<file path="src/design/rhc_pkg.sv">
// rhc_pkg: shared types and constants for the rgb to hsv converter
// no dependencies; imported by rhc_front, rhc_div_cell and the top level

package rhc_pkg;

	// control bits that travel beside each item down the cell chain
	typedef struct packed {
		logic valid;
		logic grey;
		logic black;
	} rhc_ctl_t;

	// hue in whole degrees needs this many bits (0 to 360)
	localparam int HUE_INT_BITS = 9;

	// hue offsets per largest channel, rotated by 120 degrees
	localparam int HUE_BASE_RED   = 120;
	localparam int HUE_BASE_GREEN = 240;
	localparam int HUE_BASE_BLUE  = 360;
	localparam int HUE_SLOPE      = 60;
	localparam int HUE_TURN       = 360;

endpackage

</file>
<file path="src/design/rgb_to_hsv_convert_unit.sv">
// rgb_to_hsv_convert_unit: top level, front stage, chain of division cells, output register
// depends on rhc_pkg, rhc_front and rhc_div_cell

// Converts one pixel per clock from red/green/blue to hue, saturation and
// brightness. busy is never raised, so a new item may be started in every
// cycle. Each item comes out on hue/saturation/brightness with done high for
// exactly one cycle; results leave in start order. Each item passes through one
// input stage, the chain of division cells (one quotient bit per cell) and one
// output register. The receiver cannot stall the block and must take each result
// in the cycle it is shown.

module rgb_to_hsv_convert_unit #(
	parameter int CHANNEL_BITS  = 8,
	parameter int HUE_FRAC_BITS = 6
) (
	input  logic                                               clk,
	input  logic                                               arst_n,
	input  logic                                               start,
	output logic                                               busy,
	input  logic [CHANNEL_BITS-1:0]                            red,
	input  logic [CHANNEL_BITS-1:0]                            green,
	input  logic [CHANNEL_BITS-1:0]                            blue,
	output logic                                               done,
	output logic [rhc_pkg::HUE_INT_BITS+HUE_FRAC_BITS-1:0]     hue,
	output logic [CHANNEL_BITS-1:0]                            saturation,
	output logic [CHANNEL_BITS-1:0]                            brightness
);
	import rhc_pkg::*;

	localparam int CB  = CHANNEL_BITS;
	localparam int HW  = HUE_INT_BITS + HUE_FRAC_BITS;
	localparam int QW  = (HW > CB) ? HW : CB;
	localparam int LAT = QW + 2;
	localparam logic [HW-1:0] HUE_MAX = HW'(HUE_TURN) << HUE_FRAC_BITS;

	rhc_ctl_t      ctl_c     [0:QW];
	logic [CB-1:0] bright_c  [0:QW];
	logic [CB-1:0] hue_div_c [0:QW];
	logic [CB-1:0] hue_rem_c [0:QW];
	logic [QW-1:0] hue_rest_c[0:QW];
	logic [QW-1:0] hue_quo_c [0:QW];
	logic [CB-1:0] sat_rem_c [0:QW];
	logic [QW-1:0] sat_rest_c[0:QW];
	logic [QW-1:0] sat_quo_c [0:QW];

	logic          done_q;
	logic [HW-1:0] hue_q;
	logic [CB-1:0] sat_q;
	logic [CB-1:0] bright_q;

	assign busy = 1'b0;

	rhc_front #(
		.CB (CB),
		.HF (HUE_FRAC_BITS),
		.QW (QW)
	) u_front (
		.clk         (clk),
		.arst_n      (arst_n),
		.start       (start),
		.red         (red),
		.green       (green),
		.blue        (blue),
		.ctl_s1      (ctl_c[0]),
		.bright_s1   (bright_c[0]),
		.hue_div_s1  (hue_div_c[0]),
		.hue_rem_s1  (hue_rem_c[0]),
		.hue_rest_s1 (hue_rest_c[0]),
		.sat_rem_s1  (sat_rem_c[0]),
		.sat_rest_s1 (sat_rest_c[0])
	);

	assign hue_quo_c[0] = '0;
	assign sat_quo_c[0] = '0;

	for (genvar i = 0; i < QW; i++) begin : g_cell
		rhc_div_cell #(
			.CB (CB),
			.QW (QW)
		) u_cell (
			.clk         (clk),
			.arst_n      (arst_n),
			.ctl_in      (ctl_c[i]),
			.bright_in   (bright_c[i]),
			.hue_div_in  (hue_div_c[i]),
			.hue_rem_in  (hue_rem_c[i]),
			.hue_rest_in (hue_rest_c[i]),
			.hue_quo_in  (hue_quo_c[i]),
			.sat_rem_in  (sat_rem_c[i]),
			.sat_rest_in (sat_rest_c[i]),
			.sat_quo_in  (sat_quo_c[i]),
			.ctl_q       (ctl_c[i+1]),
			.bright_q    (bright_c[i+1]),
			.hue_div_q   (hue_div_c[i+1]),
			.hue_rem_q   (hue_rem_c[i+1]),
			.hue_rest_q  (hue_rest_c[i+1]),
			.hue_quo_q   (hue_quo_c[i+1]),
			.sat_rem_q   (sat_rem_c[i+1]),
			.sat_rest_q  (sat_rest_c[i+1]),
			.sat_quo_q   (sat_quo_c[i+1])
		);
	end

	always_ff @(posedge clk or negedge arst_n) begin
		if (!arst_n) begin
			done_q <= 1'b0;
		end else begin
			done_q <= ctl_c[QW].valid;
		end
	end

	// grey and black pixels divided by zero, so their quotients are replaced
	always_ff @(posedge clk) begin
		hue_q    <= ctl_c[QW].grey ? '0 : hue_quo_c[QW][HW-1:0];
		sat_q    <= ctl_c[QW].black ? '0 : sat_quo_c[QW][CB-1:0];
		bright_q <= bright_c[QW];
	end

	assign done       = done_q;
	assign hue        = hue_q;
	assign saturation = sat_q;
	assign brightness = bright_q;

`ifndef SYNTHESIS
	a_latency: assert property (@(posedge clk) disable iff (!arst_n)
		start |-> ##LAT done)
		else $error("started item did not finish on time");

	a_hue_range: assert property (@(posedge clk) disable iff (!arst_n)
		done |-> (hue <= HUE_MAX))
		else $error("hue above a full turn");

	a_black: assert property (@(posedge clk) disable iff (!arst_n)
		(done && (brightness == '0)) |-> ((saturation == '0) && (hue == '0)))
		else $error("black pixel with nonzero hue or saturation");
`endif

endmodule

</file>
<file path="src/design/rhc_front.sv">
// rhc_front: first pipeline stage, max/min, hue numerator and both dividends
// depends on rhc_pkg

module rhc_front #(
	parameter int CB = 8,
	parameter int HF = 6,
	parameter int QW = 15
) (
	input  logic                clk,
	input  logic                arst_n,
	input  logic                start,
	input  logic [CB-1:0]       red,
	input  logic [CB-1:0]       green,
	input  logic [CB-1:0]       blue,
	output rhc_pkg::rhc_ctl_t   ctl_s1,
	output logic [CB-1:0]       bright_s1,
	output logic [CB-1:0]       hue_div_s1,
	output logic [CB-1:0]       hue_rem_s1,
	output logic [QW-1:0]       hue_rest_s1,
	output logic [CB-1:0]       sat_rem_s1,
	output logic [QW-1:0]       sat_rest_s1
);
	import rhc_pkg::*;

	localparam int DW   = QW + CB;
	localparam int NUMW = CB + 11;
	localparam int NUMU = CB + HUE_INT_BITS;

	logic                   sel_red;
	logic                   sel_green;
	logic [CB-1:0]          mx;
	logic [CB-1:0]          mn;
	logic [CB-1:0]          q;
	logic signed [NUMW-1:0] qs;
	logic signed [NUMW-1:0] base;
	logic signed [NUMW-1:0] diff;
	logic signed [NUMW-1:0] num_raw;
	logic signed [NUMW-1:0] turn;
	logic signed [NUMW-1:0] num_w;
	logic [NUMU-1:0]        num_u;
	logic [DW-1:0]          hue_n;
	logic [DW-1:0]          sat_n;
	logic [2*CB-1:0]        sat_prod;

	// ties go to red, then green
	assign sel_red   = (red >= green) && (red >= blue);
	assign sel_green = !sel_red && (green >= blue);

	always_comb begin
		mn = (red <= green) ? red : green;
		if (blue < mn) begin
			mn = blue;
		end
		priority if (sel_red) begin
			mx   = red;
			base = signed'(NUMW'(HUE_BASE_RED));
			diff = signed'(NUMW'(green)) - signed'(NUMW'(blue));
		end else if (sel_green) begin
			mx   = green;
			base = signed'(NUMW'(HUE_BASE_GREEN));
			diff = signed'(NUMW'(blue)) - signed'(NUMW'(red));
		end else begin
			mx   = blue;
			base = signed'(NUMW'(HUE_BASE_BLUE));
			diff = signed'(NUMW'(red)) - signed'(NUMW'(green));
		end
	end

	assign q       = mx - mn;
	assign qs      = signed'(NUMW'(q));
	assign num_raw = base * qs + signed'(NUMW'(HUE_SLOPE)) * diff;
	assign turn    = signed'(NUMW'(HUE_TURN)) * qs;
	// above a full turn wraps down, exactly a full turn is kept
	assign num_w   = (num_raw > turn) ? (num_raw - turn) : num_raw;
	assign num_u   = num_w[NUMU-1:0];
	assign hue_n   = DW'(num_u) << HF;

	// full scale times q, full scale being all ones
	assign sat_prod = {q, {CB{1'b0}}} - (2*CB)'(q);
	assign sat_n    = DW'(sat_prod);

	always_ff @(posedge clk or negedge arst_n) begin
		if (!arst_n) begin
			ctl_s1 <= '0;
		end else begin
			ctl_s1.valid <= start;
			ctl_s1.grey  <= (q == '0);
			ctl_s1.black <= (mx == '0);
		end
	end

	always_ff @(posedge clk) begin
		bright_s1   <= mx;
		hue_div_s1  <= q;
		hue_rem_s1  <= hue_n[DW-1:QW];
		hue_rest_s1 <= hue_n[QW-1:0];
		sat_rem_s1  <= sat_n[DW-1:QW];
		sat_rest_s1 <= sat_n[QW-1:0];
	end

endmodule

</file>
<file path="src/design/rhc_div_cell.sv">
// rhc_div_cell: one restoring division step for hue and saturation lanes
// depends on rhc_pkg; instantiated in a chain by the top level

module rhc_div_cell #(
	parameter int CB = 8,
	parameter int QW = 15
) (
	input  logic                clk,
	input  logic                arst_n,
	input  rhc_pkg::rhc_ctl_t   ctl_in,
	input  logic [CB-1:0]       bright_in,
	input  logic [CB-1:0]       hue_div_in,
	input  logic [CB-1:0]       hue_rem_in,
	input  logic [QW-1:0]       hue_rest_in,
	input  logic [QW-1:0]       hue_quo_in,
	input  logic [CB-1:0]       sat_rem_in,
	input  logic [QW-1:0]       sat_rest_in,
	input  logic [QW-1:0]       sat_quo_in,
	output rhc_pkg::rhc_ctl_t   ctl_q,
	output logic [CB-1:0]       bright_q,
	output logic [CB-1:0]       hue_div_q,
	output logic [CB-1:0]       hue_rem_q,
	output logic [QW-1:0]       hue_rest_q,
	output logic [QW-1:0]       hue_quo_q,
	output logic [CB-1:0]       sat_rem_q,
	output logic [QW-1:0]       sat_rest_q,
	output logic [QW-1:0]       sat_quo_q
);
	import rhc_pkg::*;

	logic [CB:0]   hue_t;
	logic [CB:0]   hue_sub;
	logic          hue_ge;
	logic [CB:0]   sat_t;
	logic [CB:0]   sat_sub;
	logic          sat_ge;

	// bring down the next dividend bit and try the divisor
	assign hue_t   = {hue_rem_in, hue_rest_in[QW-1]};
	assign hue_sub = hue_t - {1'b0, hue_div_in};
	assign hue_ge  = (hue_t >= {1'b0, hue_div_in});

	// saturation divides by the largest channel
	assign sat_t   = {sat_rem_in, sat_rest_in[QW-1]};
	assign sat_sub = sat_t - {1'b0, bright_in};
	assign sat_ge  = (sat_t >= {1'b0, bright_in});

	always_ff @(posedge clk or negedge arst_n) begin
		if (!arst_n) begin
			ctl_q <= '0;
		end else begin
			ctl_q <= ctl_in;
		end
	end

	always_ff @(posedge clk) begin
		bright_q   <= bright_in;
		hue_div_q  <= hue_div_in;
		hue_rem_q  <= hue_ge ? hue_sub[CB-1:0] : hue_t[CB-1:0];
		hue_rest_q <= {hue_rest_in[QW-2:0], 1'b0};
		hue_quo_q  <= {hue_quo_in[QW-2:0], hue_ge};
		sat_rem_q  <= sat_ge ? sat_sub[CB-1:0] : sat_t[CB-1:0];
		sat_rest_q <= {sat_rest_in[QW-2:0], 1'b0};
		sat_quo_q  <= {sat_quo_in[QW-2:0], sat_ge};
	end

endmodule

</file>
<file path="config.mk">
export PLATFORM = sky130hd
export DESIGN_NAME = rgb_to_hsv_convert_unit
export DESIGN_NICKNAME = d
export VERILOG_FILES = /design/src/design/rhc_pkg.sv /design/src/design/rgb_to_hsv_convert_unit.sv /design/src/design/rhc_front.sv /design/src/design/rhc_div_cell.sv
export SDC_FILE = /design/constraint.sdc
export NUM_CORES = 2
export LEC_CHECK = 0
export BUFFER_PORTS_ARGS = -buffer_cell sky130_fd_sc_hd__buf_2
export CORE_ASPECT_RATIO = 1.1
export CORE_UTILIZATION = 30
export CTS_BUF_LIST = sky130_fd_sc_hd__clkbuf_16
export DETAILED_ROUTE_END_ITERATION = 16
export GPL_TIMING_DRIVEN = 0
export PLACE_DENSITY_LB_ADDON = 0.08
export SLEW_MARGIN = 10
export SYNTH_ARGS = -nofsm -noshare
export SYNTH_HDL_FRONTEND = slang
export SYNTH_SLANG_ARGS = --single-unit
</file>
<file path="constraint.sdc">
create_clock -name clk -period 3.23 [get_ports clk]
set_input_delay 0.4845 -clock clk [delete_from_list [all_inputs] [get_ports clk]]
set_output_delay 0.4845 -clock clk [all_outputs]
set_load 0.02 [all_outputs]
</file>
* Word level (Yosys, flattened, before mapping)
Index checks and enable logic that the tools add are counted.
W data, S select, Z words.
** Word-level totals
- Flip-flop bits (word level) :: 882
- Output and inout port bits :: 33
- Logic and storage cells :: 282
- Bits of input ports :: 27
** Cells by class
- Order comparisons :: 36
- Muxes and demuxes :: 37
- Reduce and logical (&&, ||, !) cells :: 5
- Multipliers :: 3
- Add/subtract/negate cells :: 35
** Operators by type and width (number)
- $ge A9 B8 Y1 :: 29
- $mux W8 :: 31
- $sub A8 B8 Y8 :: 28
- $mux W19 :: 3
- $sub A8 B8 Y9 :: 3
- $ge A8 B8 Y1 :: 3
- $add A19 B19 Y19 :: 1
- $gt A19 B18 Y1 :: 1
- $mul A19 B9 Y19 :: 1
- $mul A5 B19 Y17 const A :: 1
- $mux W17 :: 1
- $sub A17 B17 Y17 :: 1
- $logic_not A8 Y1 :: 2
- $sub A16 B8 Y16 :: 1
- $mul A6 B8 Y14 const A :: 1
- $mux W9 :: 1
- $ge A2 B8 Y1 :: 1
- $le A8 B8 Y1 :: 1
- $lt A8 B8 Y1 :: 1
- $sub A2 B8 Y8 :: 1
- $logic_and A1 B1 Y1 :: 2
- $mux W2 :: 1
- $logic_not A1 Y1 :: 1

* Longest topological paths before layout
- Depth in word-level cells :: 11
- Mapped depth :: 57
- Mapped depth without buffers :: 55

* Hierarchy
Synthesis repeated with hierarchy kept, for this count alone.
** Unflattened totals
- Cells, all modules :: 4495
- Area, all modules :: 52934.5 um2
** Modules (own cells, without submodules)
- rhc_div_cell at g_cell[0].u_cell ... :: instances 11, cells each 227, area each 2897.8 um2, seq. area each 1876.8 um2
- rhc_div_cell at g_cell[3].u_cell ... :: instances 3, cells each 226, area each 2889.0 um2, seq. area each 1876.8 um2
- rhc_front :: instances 1, cells each 1035, area each 8592.0 um2, seq. area each 996.0 um2
- rhc_div_cell at g_cell[6].u_cell :: instances 1, cells each 227, area each 2960.3 um2, seq. area each 1876.8 um2
- rgb_to_hsv_convert_unit :: instances 1, cells each 58, area each 839.6 um2, seq. area each 645.6 um2

* Least setup slack after synthesis
No wires, ideal clock.
- Path type :: input to register
- From :: input port green[1]
- To :: register u_front.hue_rem_s1[0]
- Path buffers :: 2
- Stages :: 56
- Required time :: 3.109 ns
- Library setup time :: 0.121 ns
- Setup slack :: -8.873 ns
- Arrival :: 11.982 ns
- Cell sequence :: inv_1 -> ha_1 -> nor2b_1 -> o31a_1 -> o311ai_2 -> a21o_1 -> clkbuf_1 -> nor2_1 -> a21oi_1 -> ha_1 -> a21o_1 -> a21oi_1 -> o21ai_0 -> a21oi_4 -> mux2_2 -> ha_1 -> a21o_1 -> a21o_1 -> (+20 left out) -> xnor2_1 -> ha_1 -> nand2_1 -> o21ai_0 -> o31ai_1 -> nand2b_1 -> xnor2_1 -> inv_1 -> ha_1 -> nand4_1 -> nor4_1 -> a221o_1 -> o211ai_1 -> or3b_1 -> a22o_1 -> nand2_4 -> buf_12 -> mux2_4
** On the way
- Word-level cells in the longest chain between the ends :: 11
- Elaborated cells between the ends (all ways) :: 25
- Those cells by class :: 5 x add/sub; 3 x mul; 5 x order compare; 9 x mux; 3 x reduce/logical
** RTL lines
- start: declaration :: line rgb_to_hsv_convert_unit.sv:21 : input logic [CHANNEL_BITS-1:0] green,
- branches (longest 6 deep; another with $le A8 B8 Y1)
- $sub A8 B8 Y8 * :: line rhc_front.sv:69 : assign q = mx - mn;
- named net u_front.q[7] :: line rhc_front.sv:33 : logic [CB-1:0] q;
- $mul A19 B9 Y19 :: line rhc_front.sv:71 : assign num_raw = base * qs + signed'(NUMW'(HUE_SLOPE)) * diff;
- $add A19 B19 Y19 :: line rhc_front.sv:71
- $sub A17 B17 Y17 or $gt A19 B18 Y1 (tied branches) :: line rhc_front.sv:74 : assign num_w = (num_raw > turn) ? (num_raw - turn) : num_raw;
- $mux W17 * :: line rhc_front.sv:74
- named net u_front.num_w[9] :: line rhc_front.sv:39 : logic signed [NUMW-1:0] num_w;
- end signal: assignment :: line rhc_front.sv:95 : hue_rem_s1 <= hue_n[DW-1:QW];
- end: declaration :: line rhc_front.sv:18 : output logic [CB-1:0] hue_rem_s1,
Mark *: on every way through the listed nets, which the timed path passes.
A chain may end at the register's enable or synchronous reset.

* Worst setup path in the final report
- From :: input port green[2]
- To :: register u_front.hue_rem_s1[5]
The elaborated chain is that of the path after synthesis.

==> results.toml <==
[route]
wl_met3_um = 2190
wl_per_cell_um = 13.6
drt_iter0_markers = 699
drc_errors = 0
ant_nets = 0
vias = 23500
wl_met2_um = 36400
wl_met1_um = 32800
via_per_inst = 4.33
top_layer_used = "met4"
routed_wl_um = 73700
dr.pass1.iters = 4

[die]
num_rows = 132
die-width_um = 332
dieArea_sq_um = 121000
dieHeight_um = 365
start_util_pct = 30.4
io_pins = 60
coreArea_sq_um = 118000

[logic_synthesis]
synth_edf_count = 0
synth.most_common_cell = "dfxtp_1"
synth_area_sq_um = 35900
dominantRegCellSynth = "dfxtp_1"
synth.distinct_cells = 80
ys_ff_latch = 850
yosys-top-cells-area = "dfxtp_1, ha_1, inv_1, fa_1, o21ai_0"
syn-instance-count = 3583
syn_area_per_cell_sq_um = 10.0
synth_top_area_share_pct = 44.7
synth_common_cells = "dfxtp_1, inv_1, ha_1"
yosysSeqAreaShare_pct = 48.1
ys_warn_count = 0
async_reset_ff_share_pct = 5.76
yosys.area.top_type = "dfxtp_1"
syn_nets = 4074

[final_layout]
drive_above_1_share_pct = 12.2
fin_cells = 5435
area_growth_pct = 19.4
nets = 4308

[timing]
fin_crit_sh_pct = 340
relSlewSlack_pct = 26.9
min_period_ps = 10970
tns_ps = -138960
tightest_slew_ps = 1070
setup_slack_ps = -7740
rsz0062_at_grt = "true"
timing_hold_violations_final = 0
drv_slew = 0
finalClockSkew_ps = 60.1
fmax_mhz = 91.1
setup_violations = 37

[run]
max_cap_violations = 0

[grt]
overflow = 0
grt_pass1_vias = 24300
grt_usage_pct = 12.3
grt_start_max_net_pins = 50
antenna_found_initial = 1
grt_pass1_wl_um = 122000

[min_path]
min_path_type = "in -> reg"

[place]
dp_hpwl_um = 57100
io_buffers = 58
gp_congestion = 0.794
placedCellCount = 5183

[clocking]
clkLatencyLatePin_ps = 670
cts_buffer_depth = 3
cts_inserted_buffers = 93
h-tree-depth = 3
cts_tree = "yes"
cts_root_buf = "clkbuf_16"
clk_pin_slew_ps = 60
cts_sinks = 850

[run_status]
status = "finished, violations left"
violations = "negative setup slack"

[worst_setup_path]
max_stage_delay_ps = 520
path_max_fanout = 6
worstPathArrival_ps = 11480
start_kind = "primary input"
crit_top_cell = "ha_4"
crit_required_ps = 3730
critPathCaptureType = "flip-flop"
r2r_setup_slack_ps = 290
cpMaxStageDelayCell = "fa_1"
path_class = "in -> reg"
## cell usage in the layout, fill, tap and decap left out, types with 17 or more instances in the layout
master,n
dfxtp_1,801
nor2b_1,86
dfrtp_1,49
clkbuf_2,24
nand4_1,54
nor2_1,182
and3_1,20
fa_1,78
a21o_1,50
o21ai_0,286
clkinv_1,19
o21bai_1,18
xnor2_1,71
nand3_1,19
nand2b_1,35
buf_2,56
o31ai_1,58
xor2_1,72
o211a_1,21
clkbuf_16,94
nand2_1,259
ha_4,17
mux2i_1,27
a21boi_0,45
a21oi_1,107
buf_4,66
clkinv_2,18
inv_1,550
or4_1,25
ha_1,367
## per-layer routing
layer | vias up | GRT usage, %
li1 | 12400 | -
met1 | 10800 | 14.5
met2 | 244 | 22.3
met3 | 124 | 2.09
met4 | 0 | 4.79
met5 | - | 0
## registers in the layout (all words and copies together) (netlist names), 14 cells and up
signal	cells
hue	15
g_cell.u_cell.hue_rem_q	112
g_cell.u_cell.ctl_q	45
g_cell.u_cell.hue_rest_q	21
g_cell.u_cell.sat_rest_q	91
g_cell.u_cell.hue_div_q	112
u_front.sat_rest_s1	14
g_cell.u_cell.hue_quo_q	120
g_cell.u_cell.bright_q	120
g_cell.u_cell.sat_rem_q	112
g_cell.u_cell.sat_quo_q	36
## what timing repair did
action | CTS | global route
gates resized for setup | 128 | 146
hold buffers | 1 | 1
buffers inserted | 50 | 28
pin swaps | 33 | 34
endpoints found under the hold margin | 1 | 49
endpoints found under the setup margin | 87 | 230
gates cloned | 1 | 0
## kinds of logic (layout without fill, tap and decap cells)
| logic type | Yosys count | in the layout | synth area share (%) |
|---|---|---|---|
| other cells | 1 | 2 | 0.0105 |
| simple gates | 772 | 772 | 10.3 |
| fa+ha+maj | 464 | 464 | 17.8 |
| xor+xnor | 161 | 161 | 3.95 |
| mux | 48 | 48 | 1.46 |
| compound gates | 700 | 700 | 12.1 |
| buf+inv | 587 | 897 | 6.22 |
| flops | 850 | 850 | 48.1 |
## final timing paths
| path | startpoint | to | cells after the start |
|---|---|---|---|
| max reg2reg | g_cell[8].u_cell.hue_div_q[1] | g_cell[9].u_cell.hue_rem_q[3] | 14 |
| max | green[2] | u_front.hue_rem_s1[5] | 59 |
| min reg2reg | g_cell[1].u_cell.hue_rest_q[12] | g_cell[2].u_cell.hue_rest_q[13] | 0 |
| max in group asynchronous | arst_n | g_cell[2].u_cell.ctl_q[1] | 2 |
| min in group asynchronous | arst_n | done | 2 |
| min | red[1] | u_front.bright_s1[1] | 3 |
## metrics by stage
step | util [%] | hold slack, ps | setup WS [ps] | area, sq um
5_1_grt | 36.3 | 183 | -8230 | 42800
4_1_cts | 35.8 | 96.4 | -7840 | 42300
6_report | 36.3 | 214 | -7740 | 42800
2_1_floorplan | - | 189 | -7910 | 36000
3_5_place_dp | 32.4 | 312 | -10370 | 38300
3_3_place_gp | 32.4 | 310 | -10890 | 38300
## worst max-delay path, delay by kind of cell
kind	cells	cell delay [ps]
compound gates	23	3970
fa+ha+maj	10	3510
simple gates	10	1080
xor+xnor	4	900
buf+inv	10	870
mux	2	610
## layout make-up
type / count / area [sq um]
timing repair buffer: 139 / 1050
sequential: 850 / 17300
buffer: 40 / 239
fill: 11900 / 75200
tap: 1541 / 1930
antenna: 1 / 2.50
clock inverter: 77 / 593
multi-input combinational: 2146 / 17300
inverter: 547 / 2110
clock buffer: 94 / 2350
Power is not shown: default switching activity piles up to over one toggle a cycle in this logic, so the estimate is an artifact.
